### config.mk
export PLATFORM = sky130hd
export DESIGN_NAME = sacls_ctrl
export DESIGN_NICKNAME = d
export VERILOG_FILES = /design/src/hw/rtl/sacls_pkg.sv /design/src/hw/rtl/sacls_ctrl.sv
export SDC_FILE = /design/constraint.sdc
export NUM_CORES = 1
export LEC_CHECK = 0
export ABC_AREA = 1
export ABC_CLOCK_PERIOD_IN_PS = 1550
export BUFFER_PORTS_ARGS = -buffer_cell sky130_fd_sc_hd__buf_4
export CAP_MARGIN = 20
export CORE_AREA = 2 2 39 41
export DETAILED_ROUTE_END_ITERATION = 10
export DIE_AREA = 0 0 41 43
export SYNTH_ARGS = -nofsm -noshare
export SYNTH_HDL_FRONTEND = slang
export SYNTH_SLANG_ARGS = --single-unit
### constraint.sdc
create_clock -name clk_i -period 1.55 [get_ports clk_i]
set_clock_uncertainty 0.1 [all_clocks]
set_input_delay 0.0775 -clock clk_i [delete_from_list [all_inputs] [get_ports clk_i]]
set_output_delay 0.0775 -clock clk_i [all_outputs]
set_load 0.02 [all_outputs]
### src/hw/rtl/sacls_pkg.sv
// Shared types and constants for the set-associative cache tag model.
// No dependencies; imported by every module of the block.
package sacls_pkg;

  localparam int unsigned MaxSetBitsDef = 6;
  localparam int unsigned MaxWaysDef    = 8;
  localparam int unsigned AddrWidthDef  = 32;
  localparam int unsigned CountWidth    = 32;
  localparam int unsigned CfgWidth      = 5;
  localparam int unsigned CfgIdxWidth   = 2;

  // Trace command codes.
  localparam logic [1:0] CmdLoad   = 2'd0;
  localparam logic [1:0] CmdStore  = 2'd1;
  localparam logic [1:0] CmdModify = 2'd2;
  localparam logic [1:0] CmdFetch  = 2'd3;

  // Configuration register indexes.
  localparam logic [CfgIdxWidth-1:0] RegSetBits  = 2'd0;
  localparam logic [CfgIdxWidth-1:0] RegOffBits  = 2'd1;
  localparam logic [CfgIdxWidth-1:0] RegWays     = 2'd2;

  // Commands from the controller to the datapath.
  typedef struct packed {
    logic capture;  // latch address, decode set and tag
    logic rd_set;   // read the addressed set
    logic update;   // compare, choose victim, write back, count
  } sacls_cmd_t;

endpackage

### src/hw/rtl/sacls_ctrl.sv
// Controller state machine: sequences lookups for each trace transaction.
// Depends on sacls_pkg.
module sacls_ctrl
  import sacls_pkg::*;
(
  input  logic       clk_i,
  input  logic       rst_ni,
  input  logic       init_done_i,
  input  logic       in_valid_i,
  output logic       in_ready_o,
  input  logic [1:0] command_i,
  output logic       out_valid_o,
  input  logic       out_ready_i,
  output logic       last_o,
  output sacls_cmd_t cmd_o
);

  typedef enum logic [1:0] {StIdle, StRead, StUpdate, StOut} state_e;

  state_e state_q, state_d;
  logic   second_q, second_d;   // a second lookup of a modify is pending
  logic   last_q, last_d;

  // Input is held off until the datapath has finished clearing its storage.
  assign in_ready_o  = (state_q == StIdle) && init_done_i;
  assign out_valid_o = (state_q == StOut);
  assign last_o      = last_q;

  // Next-state and command decode.
  always_comb begin
    state_d  = state_q;
    second_d = second_q;
    last_d   = last_q;
    cmd_o    = '0;
    unique case (state_q)
      StIdle: begin
        if (in_ready_o && in_valid_i && command_i != CmdFetch) begin
          cmd_o.capture = 1'b1;
          second_d      = (command_i == CmdModify);
          state_d       = StRead;
        end
      end
      StRead: begin
        cmd_o.rd_set = 1'b1;
        state_d      = StUpdate;
      end
      StUpdate: begin
        cmd_o.update = 1'b1;
        last_d       = !second_q;
        state_d      = StOut;
      end
      StOut: begin
        if (out_ready_i) begin
          if (second_q) begin
            second_d = 1'b0;
            state_d  = StRead;
          end else begin
            state_d = StIdle;
          end
        end
      end
      default: state_d = StIdle;
    endcase
  end

  // State and registered flags.
  always_ff @(posedge clk_i or negedge rst_ni) begin
    if (!rst_ni) begin
      state_q  <= StIdle;
      second_q <= 1'b0;
      last_q   <= 1'b0;
    end else begin
      state_q  <= state_d;
      second_q <= second_d;
      last_q   <= last_d;
    end
  end

  a_one_cmd: assert property (@(posedge clk_i) disable iff (!rst_ni)
    $onehot0(cmd_o)) else $error("more than one datapath command");
  a_upd_then_out: assert property (@(posedge clk_i) disable iff (!rst_ni)
    cmd_o.update |=> out_valid_o) else $error("update not followed by result");
  a_read_then_upd: assert property (@(posedge clk_i) disable iff (!rst_ni)
    cmd_o.rd_set |=> cmd_o.update) else $error("read not followed by update");

endmodule

==> Flow_metrics.wiki, run 1 <==
{| class="wikitable"
! Metric !! Value
|-
| Result of the run || finished clean
|-
| Yosys reg bits || 4
|-
| Overall global routing resource usage || under 10%
|-
| Critical register-to-register path startpoint || state_q[0]
|-
| Met1 track demand over resource || 8.74%
|-
| Number of DRC violations after detailed routing || 0
|-
| Vias post-DR || 315
|-
| Portion of synthesized cell area occupied by the leading cell type || 32.8%
|-
| Max Root-Sink Buffers || 2
|-
| Cell variety after synth || 12
|-
| Relative slew slack || between 80% and 90%
|-
| Sequential cell area || 100 µm²
|-
| Routability cong. || 0.786
|-
| Final Max Tran Viols || 0
|-
| Nets@finish || between 70 and 80
|-
| Diodes inserted || 0
|-
| Final worst path period need || 1450 ps
|-
| CP Data Arrival Time || 1270 ps
|-
| Root cell of the clock tree || clkbuf_4
|-
| Pwr/cell area || 1900 mW/mm²
|-
| Initial cell density of the core || 22.1%
|-
| Netlist area before placement || 305 µm²
|-
| Cells along the critical path || inv_2 -> ha_4 -> nand2_1 -> nor2_2 -> nand2_2 -> inv_1 -> buf_4
|-
| Final hold violation count || 0
|-
| Row Count || 14
|-
| Syn Nets || 53
|-
| Number of optimization iterations in the first detailed-route pass || 4
|-
| Placed wire-length estimate || approximately 540 µm
|-
| Number of violations of the max-capacitance limit || 0
|-
| Number of setup violations in the final report || 0
|-
| Ratio of final minimum period to clock period || 93.2%
|-
| Path type of the worst setup path || reg -> out
|-
| Worst endpoint required time || 1370 ps
|-
| Remaining antenna violation count || 0
|-
| Post-route setup TNS || 0 ps
|-
| Global-route wire length before repair || around 960 µm
|-
| Cell with the most instances after synthesis || nand2_1
|-
| Most common library cells after synthesis || nand2_1, inv_1, ha_1
|-
| Antenna violations before repair || 0
|-
| Syn Inst Count || 41
|-
| Crit path capture || cmd_o[2]
|-
| Buffers added on ports || 12
|-
| Most used flip-flop cell after synthesis || dfrtp_1
|-
| Hold/Removal Path Class || in -> async
|-
| Element type at the critical path end || output pin
|-
| Core occupancy in the finished layout || 34.9%
|-
| Number of cells on the worst reg-to-reg path || 8
|-
| Filler Cell Count || 150
|-
| Maximum level of the CTS H-tree || 1
|-
| Clock latency on the worst-skew pair || 230 ps
|-
| Global-route track usage on met3 || 7.85%
|-
| Number of global-route vias before repair || between 200 and 250
|-
| Met2 Usage GRT || 12.2%
|-
| Maximum resistive drop on vdd || 0.654 mV
|-
| CP max stage cell || dfrtp_1
|-
| Leakage power total || around 0.28 nW
|-
| Total core area || 0.00138 mm²
|-
| DP Area || ~430 µm²
|-
| Clock tree from TritonCTS || yes
|-
| Flop-to-flop setup slack || 150 ps
|-
| Vias per cell || 4.14
|-
| Area contributors post-synth || dfrtp_1, ha_1, nand2_1, inv_1, nand3_1
|-
| Y dimension of the die || 43 µm
|-
| Die boundary width || 41 µm
|-
| Wire length after detailed routing || 649 µm
|-
| Initial drt markers || 6
|-
| Number of sinks driven by the clock tree || 4
|-
| Maximum net fanout on the critical path || 3
|-
| Overall die area || around 0.0018 mm²
|-
| Total overflow reported by the global router || 0
|-
| Dominant cell type by area after synthesis || dfrtp_1
|-
| Worst Setup Start Kind || flip-flop
|-
| Mean post-synth cell area || approximately 7.4 µm²
|-
| Tightest Pin Transition || 156 ps
|-
| Count of yosys warnings during synthesis || 0
|-
| # IOs || 13
|-
| RSZ-0062 raised after global routing || no
|-
| Syn-to-layout area delta || 58.2%
|-
| Finished layout cell area || 483 µm²
|-
| Area of combinational cells with multiple inputs || 184 µm²
|-
| Clk slew on worst S/H paths || 30 ps
|-
| Share of synthesized registers carrying an async set or reset || 100%
|-
| Number of CTS-inserted buffers || 3
|-
| Capture instance of the worst register-to-register path || state_q[1]
|-
| Fraction of final layout cells sized beyond drive strength 1 || 40.0%
|-
| Launch point of the worst path || state_q[1]
|-
| WL/cell || between 8 and 9 µm
|-
| CP peak stage delay || between 300 and 400 ps
|-
| Largest net degree at the start of global routing || 5
|-
| Post-synthesis sequential area ratio || between 30% and 40%
|-
| Number of enable-type register cells in the synthesized netlist || 0
|-
| Maximum clock rate || around 0.7 GHz
|-
| Most Crowded Layer GR || met2
|}
how the worst min path moves through the flow:
stage	startpoint	endpoint	slack, ps	cells past startpoint
after floorplan	rst_ni	last_o	-320	0
after global placement	rst_ni	last_o	-220	1
after detailed placement	rst_ni	last_o	-220	1
after CTS	rst_ni	last_o	80	2
after global routing	rst_ni	last_o	90	2
final	rst_ni	last_o	80	2
through the flow:
| step | total power [mW] | std cells | setup slack (ps) | hold slack [ps] |
|---|---|---|---|---|
| finish | 0.916 | 76 | 105 | 78.6 |
| CTS | 0.882 | 75 | 4.41 | 76.1 |
| global placement | 0.733 | 71 | 109 | -222 |
| floorplan | 0.543 | 41 | 177 | -318 |
| detailed placement | 0.740 | 71 | 83.6 | -222 |
| global route | 0.997 | 76 | 4.93 | 91.0 |
routing by layer:
metal  wire [µm]  part of all wire, %  vias to the layer above
met5           0                    0                        -
met4           0                    0                        0
met3          54                  8.3                        0
met2         342                   53                       10
met1         253                   39                      142
li1            -                    -                      163
cells in the final DEF (no fill, tap or decap):
cell and count:
inv_2 2, dfrtp_1 4, clkbuf_4 3, nand2_1 10, dlygate4sd3_1 1, ha_1 4
nand2_2 2, nor2_1 2, nor2_2 1, nand3_1 4, a21oi_1 1, o21bai_1 1
o21ai_0 1, ha_4 1, buf_4 15, inv_1 7, nand3b_1 1
state kept, by name, summed over array words and instances, names as in the netlist:
name      count
last_o        1
second_q      1
state_q       2
what timing repair did:
item                                    CTS  global route
gates resized for setup                   2             2
hold endpoints to repair                  4             0
hold buffers                              1             0
buffers inserted                          0             1
endpoints found under the setup margin    1             3
power by group:
| group | switching [mW] | internal (mW) |
|---|---|---|
| Sequential | 0.0296 | 0.154 |
| Combinational | 0.330 | 0.277 |
| Clock | 0.0393 | 0.0864 |
final cells by class:
type | instances | share of cell area [%]
flip-flops and latches | 4 | 20.7
inverters | 9 | 6.99
multi-input cells | 28 | 38.1
clock buffers | 3 | 4.66
well taps | 16 | 4.15
repair buffers | 16 | 25.4
worst max-delay path: cells and delay by family, from the launching register on:
family	cells	cell delay [ps]
flip-flops	1	380
AND/OR/NAND/NOR	3	230
buffers and inverters	3	280
adder cells (fa/ha/maj)	1	140
logic make-up after synthesis:
family	synth area share, %
flip-flops	32.8
adder cells (fa/ha/maj)	20.5
buffers and inverters	11.1
AO/OA/AOI/OAI	5.74
AND/OR/NAND/NOR	29.9
Note: power is estimated with default switching activity, not from simulation.
==> run 2: changes to the inputs <==
ABC_AREA = default   (was 1)
REMOVE_ABC_BUFFERS = 1   (was default)
==> Flow_metrics.wiki, run 2 <==
{| class="wikitable"
! Metric !! Value
|-
| Maximum level of the CTS H-tree || 1 (unchanged)
|-
| DP Area || 439 µm² (+2.0%)
|-
| Portion of synthesized cell area occupied by the leading cell type || 31.9% (-0.91 points)
|-
| Count of yosys warnings during synthesis || 0 (unchanged)
|-
| Register with the highest flop count || state_q
|-
| Remaining antenna violation count || 0 (unchanged)
|-
| Wire length after detailed routing || 742 µm (+14%)
|-
| Number of CTS-inserted buffers || 3 (unchanged)
|-
| Clock tree from TritonCTS || yes
|-
| Total overflow reported by the global router || 0 (unchanged)
|-
| Diodes inserted || 0 (unchanged)
|-
| Die boundary width || 41 µm (unchanged)
|-
| Number of enable-type register cells in the synthesized netlist || 0 (unchanged)
|-
| Most common cell after layout, fill and taps aside || buf_4
|-
| Post-synthesis sequential area ratio || 31.9% (-0.91 points)
|-
| Netlist area before placement || 314 µm² (+2.9%)
|-
| Initial cell density of the core || 22.7% (+0.63 points)
|-
| Largest net degree at the start of global routing || 5 (unchanged)
|-
| Syn-to-layout area delta || 70.5%
|-
| # IOs || 13 (unchanged)
|-
| Y dimension of the die || 43 µm (unchanged)
|-
| Most used cells in the layout excluding fill and tap cells || buf_4, ha_1, dfrtp_1, nand2_1, clkbuf_4
|-
| Most common library cells after synthesis || ha_1, dfrtp_1, inv_1, nand2_1, nor2_1
|-
| Maximum resistive drop on vdd || 0.446 mV (-32%)
|-
| Cell variety after synth || 17 (+5)
|-
| Clock latency on the worst-skew pair || 230 ps (about the same)
|-
| Core occupancy in the finished layout || 38.7% (+3.8 points)
|-
| Share of synthesized registers carrying an async set or reset || 100% (unchanged)
|-
| Fraction of final layout cells sized beyond drive strength 1 || 62.3% (+22 points)
|-
| Cell with the most instances after synthesis || ha_1
|-
| Row Count || 14 (unchanged)
|-
| CP max stage cell || dfrtp_1
|-
| Leakage power total || 0.273 nW (-2.5%)
|-
| Cell class contributing the biggest share of worst-path delay || flip-flops
|-
| Number of violations of the max-capacitance limit || 0 (unchanged)
|-
| Path type of the worst setup path || reg -> out
|-
| Overall die area || 0.00176 mm² (unchanged)
|-
| Maximum clock rate || 0.665 GHz (-3.9%)
|-
| Vias per cell || 4.36 (+5.2%)
|-
| Buffers added on ports || 12 (unchanged)
|-
| Global-route wire length before repair || 993 µm (+3.5%)
|-
| Final worst path period need || 1500 ps (+59.2 ps)
|-
| Element type at the critical path end || output pin
|-
| Antenna violations before repair || 0 (unchanged)
|-
| Initial drt markers || 4 (-2)
|-
| Number of setup violations in the final report || 0 (unchanged)
|-
| Number of global-route vias before repair || 273 (+9.6%)
|-
| Dominant cell type by area after synthesis || dfrtp_1
|-
| Worst Setup Start Kind || flip-flop
|-
| Worst endpoint required time || 1370 ps (about the same)
|-
| Max reg flops || 2 (unchanged)
|-
| Tightest Pin Transition || 133 ps (-22.6 ps)
|-
| Root cell of the clock tree || clkbuf_4
|-
| Maximum net fanout on the critical path || 3 (unchanged)
|-
| CP Data Arrival Time || 1330 ps (+60 ps)
|-
| Finished layout cell area || 536 µm² (+11%)
|-
| Vias post-DR || 301 (-4.4%)
|-
| Total core area || 0.00138 mm² (unchanged)
|-
| Overall global routing resource usage || 8.63% (+0.18 points)
|-
| CP peak stage delay || 400 ps (+20 ps)
|-
| Result of the run || finished clean
|-
| Mean post-synth cell area || 10.1 µm² (+36%)
|-
| Number of DRC violations after detailed routing || 0 (unchanged)
|-
| Syn Inst Count || 31 (-24%)
|-
| Number of sinks driven by the clock tree || 4 (unchanged)
|-
| Relative slew slack || 90.8% (+1.4 points)
|-
| Yosys reg bits || 4 (unchanged)
|-
| Cells along the critical path || inv_2 -> ha_4 -> and2_4 -> nand2_4 -> nor2_4 -> buf_6
|-
| Max Root-Sink Buffers || 2 (unchanged)
|-
| Most used flip-flop cell after synthesis || dfrtp_1
|-
| Buffer and inverter count on the worst path || 2 (-1)
|-
| Pwr/cell area || 1960 mW/mm² (+3.1%)
|-
| Final Max Tran Viols || 0 (unchanged)
|-
| Hold/Removal Path Class || in -> reg
|-
| Final hold violation count || 0 (unchanged)
|-
| Post-route setup TNS || 0 ps (unchanged)
|-
| Placed wire-length estimate || 519 µm (-3.1%)
|-
| Area contributors post-synth || dfrtp_1, ha_1, o21ai_4, inv_1, mux2_4
|-
| Routability cong. || 0.680 (-13%)
|-
| Clk slew on worst S/H paths || 40 ps (about the same)
|-
| WL/cell || 10.8 µm (+26%)
|-
| Nets@finish || 67 (-9.5%)
|-
| Ratio of final minimum period to clock period || 97.1% (+3.8 points)
|-
| Number of optimization iterations in the first detailed-route pass || 4 (unchanged)
|}
## run 2: through the flow
stage	power, mW	setup slack (ps)	instances	hold WS [ps]
CTS	0.993	15.9	66	5.10
global placement	0.784	77.3	61	-225
global route	1.13	-13.1	69	41.4
floorplan	0.597	-9.33	31	-318
detailed placement	0.790	89.2	61	-224
finish	1.05	45.6	69	23.2
## run 2: repair_timing
item | in CTS | in global routing
gates resized for setup | 4 | 6
setup endpoints to repair | 1 | 1
hold buffers | 1 | 0
pin swaps | 0 | 4
hold endpoints to repair | 4 | 0
buffers inserted | 1 | 3
## run 2: kinds of logic (layout without fill, tap and decap cells)
family	after synthesis	after routing	synth area share, %
AO/OA/AOI/OAI	6	6	17.9
flip-flops	4	4	31.9
adder cells (fa/ha/maj)	5	5	19.9
multiplexers	3	3	11.6
AND/OR/NAND/NOR	9	9	13.9
buffers and inverters	4	26	4.78
## run 2: path summary, 6_finish.rpt
path                               from    endpoint  slack [ps]  cells after the start
setup / recovery             state_q[1]    cmd_o[2]          50                      6
min in group asynchronous        rst_ni    second_q          80                      2
hold / removal             command_i[1]    second_q          20                      3
max in group asynchronous        rst_ni      last_o        1180                      2
setup reg to reg             state_q[1]  state_q[1]         100                      5
hold reg to reg                second_q      last_o         420                      1
## run 2: area by class of cell
class / instances / area (µm²)
timing repair buffer: 19 / 149
multi-input combinational: 23 / 229
sequential: 4 / 100
clock buffer: 3 / 22.5
inverter: 4 / 15.0
tap: 16 / 20.0
fill: 132 / 848
## run 2: where the power goes
part | total [mW] | switching, mW | leakage [nW] | internal, mW
sequential | 0.198 | 0.0429 | 0.0467 | 0.155
combinational | 0.720 | 0.333 | 0.212 | 0.387
clock | 0.129 | 0.0423 | 0.0138 | 0.0866
total | 1.05 | 0.419 | 0.273 | 0.628
## run 2: per-layer routing
metal	wire length [µm]	GRT usage, %
met1	294	9.29
met2	409	13.1
met3	18	0
met4	20	10.0
met5	0	0
## run 2: tightest hold or removal path, stage by stage
cell	delay (ps)
buf_4	110
nand2_1	50
o2bb2ai_1	70
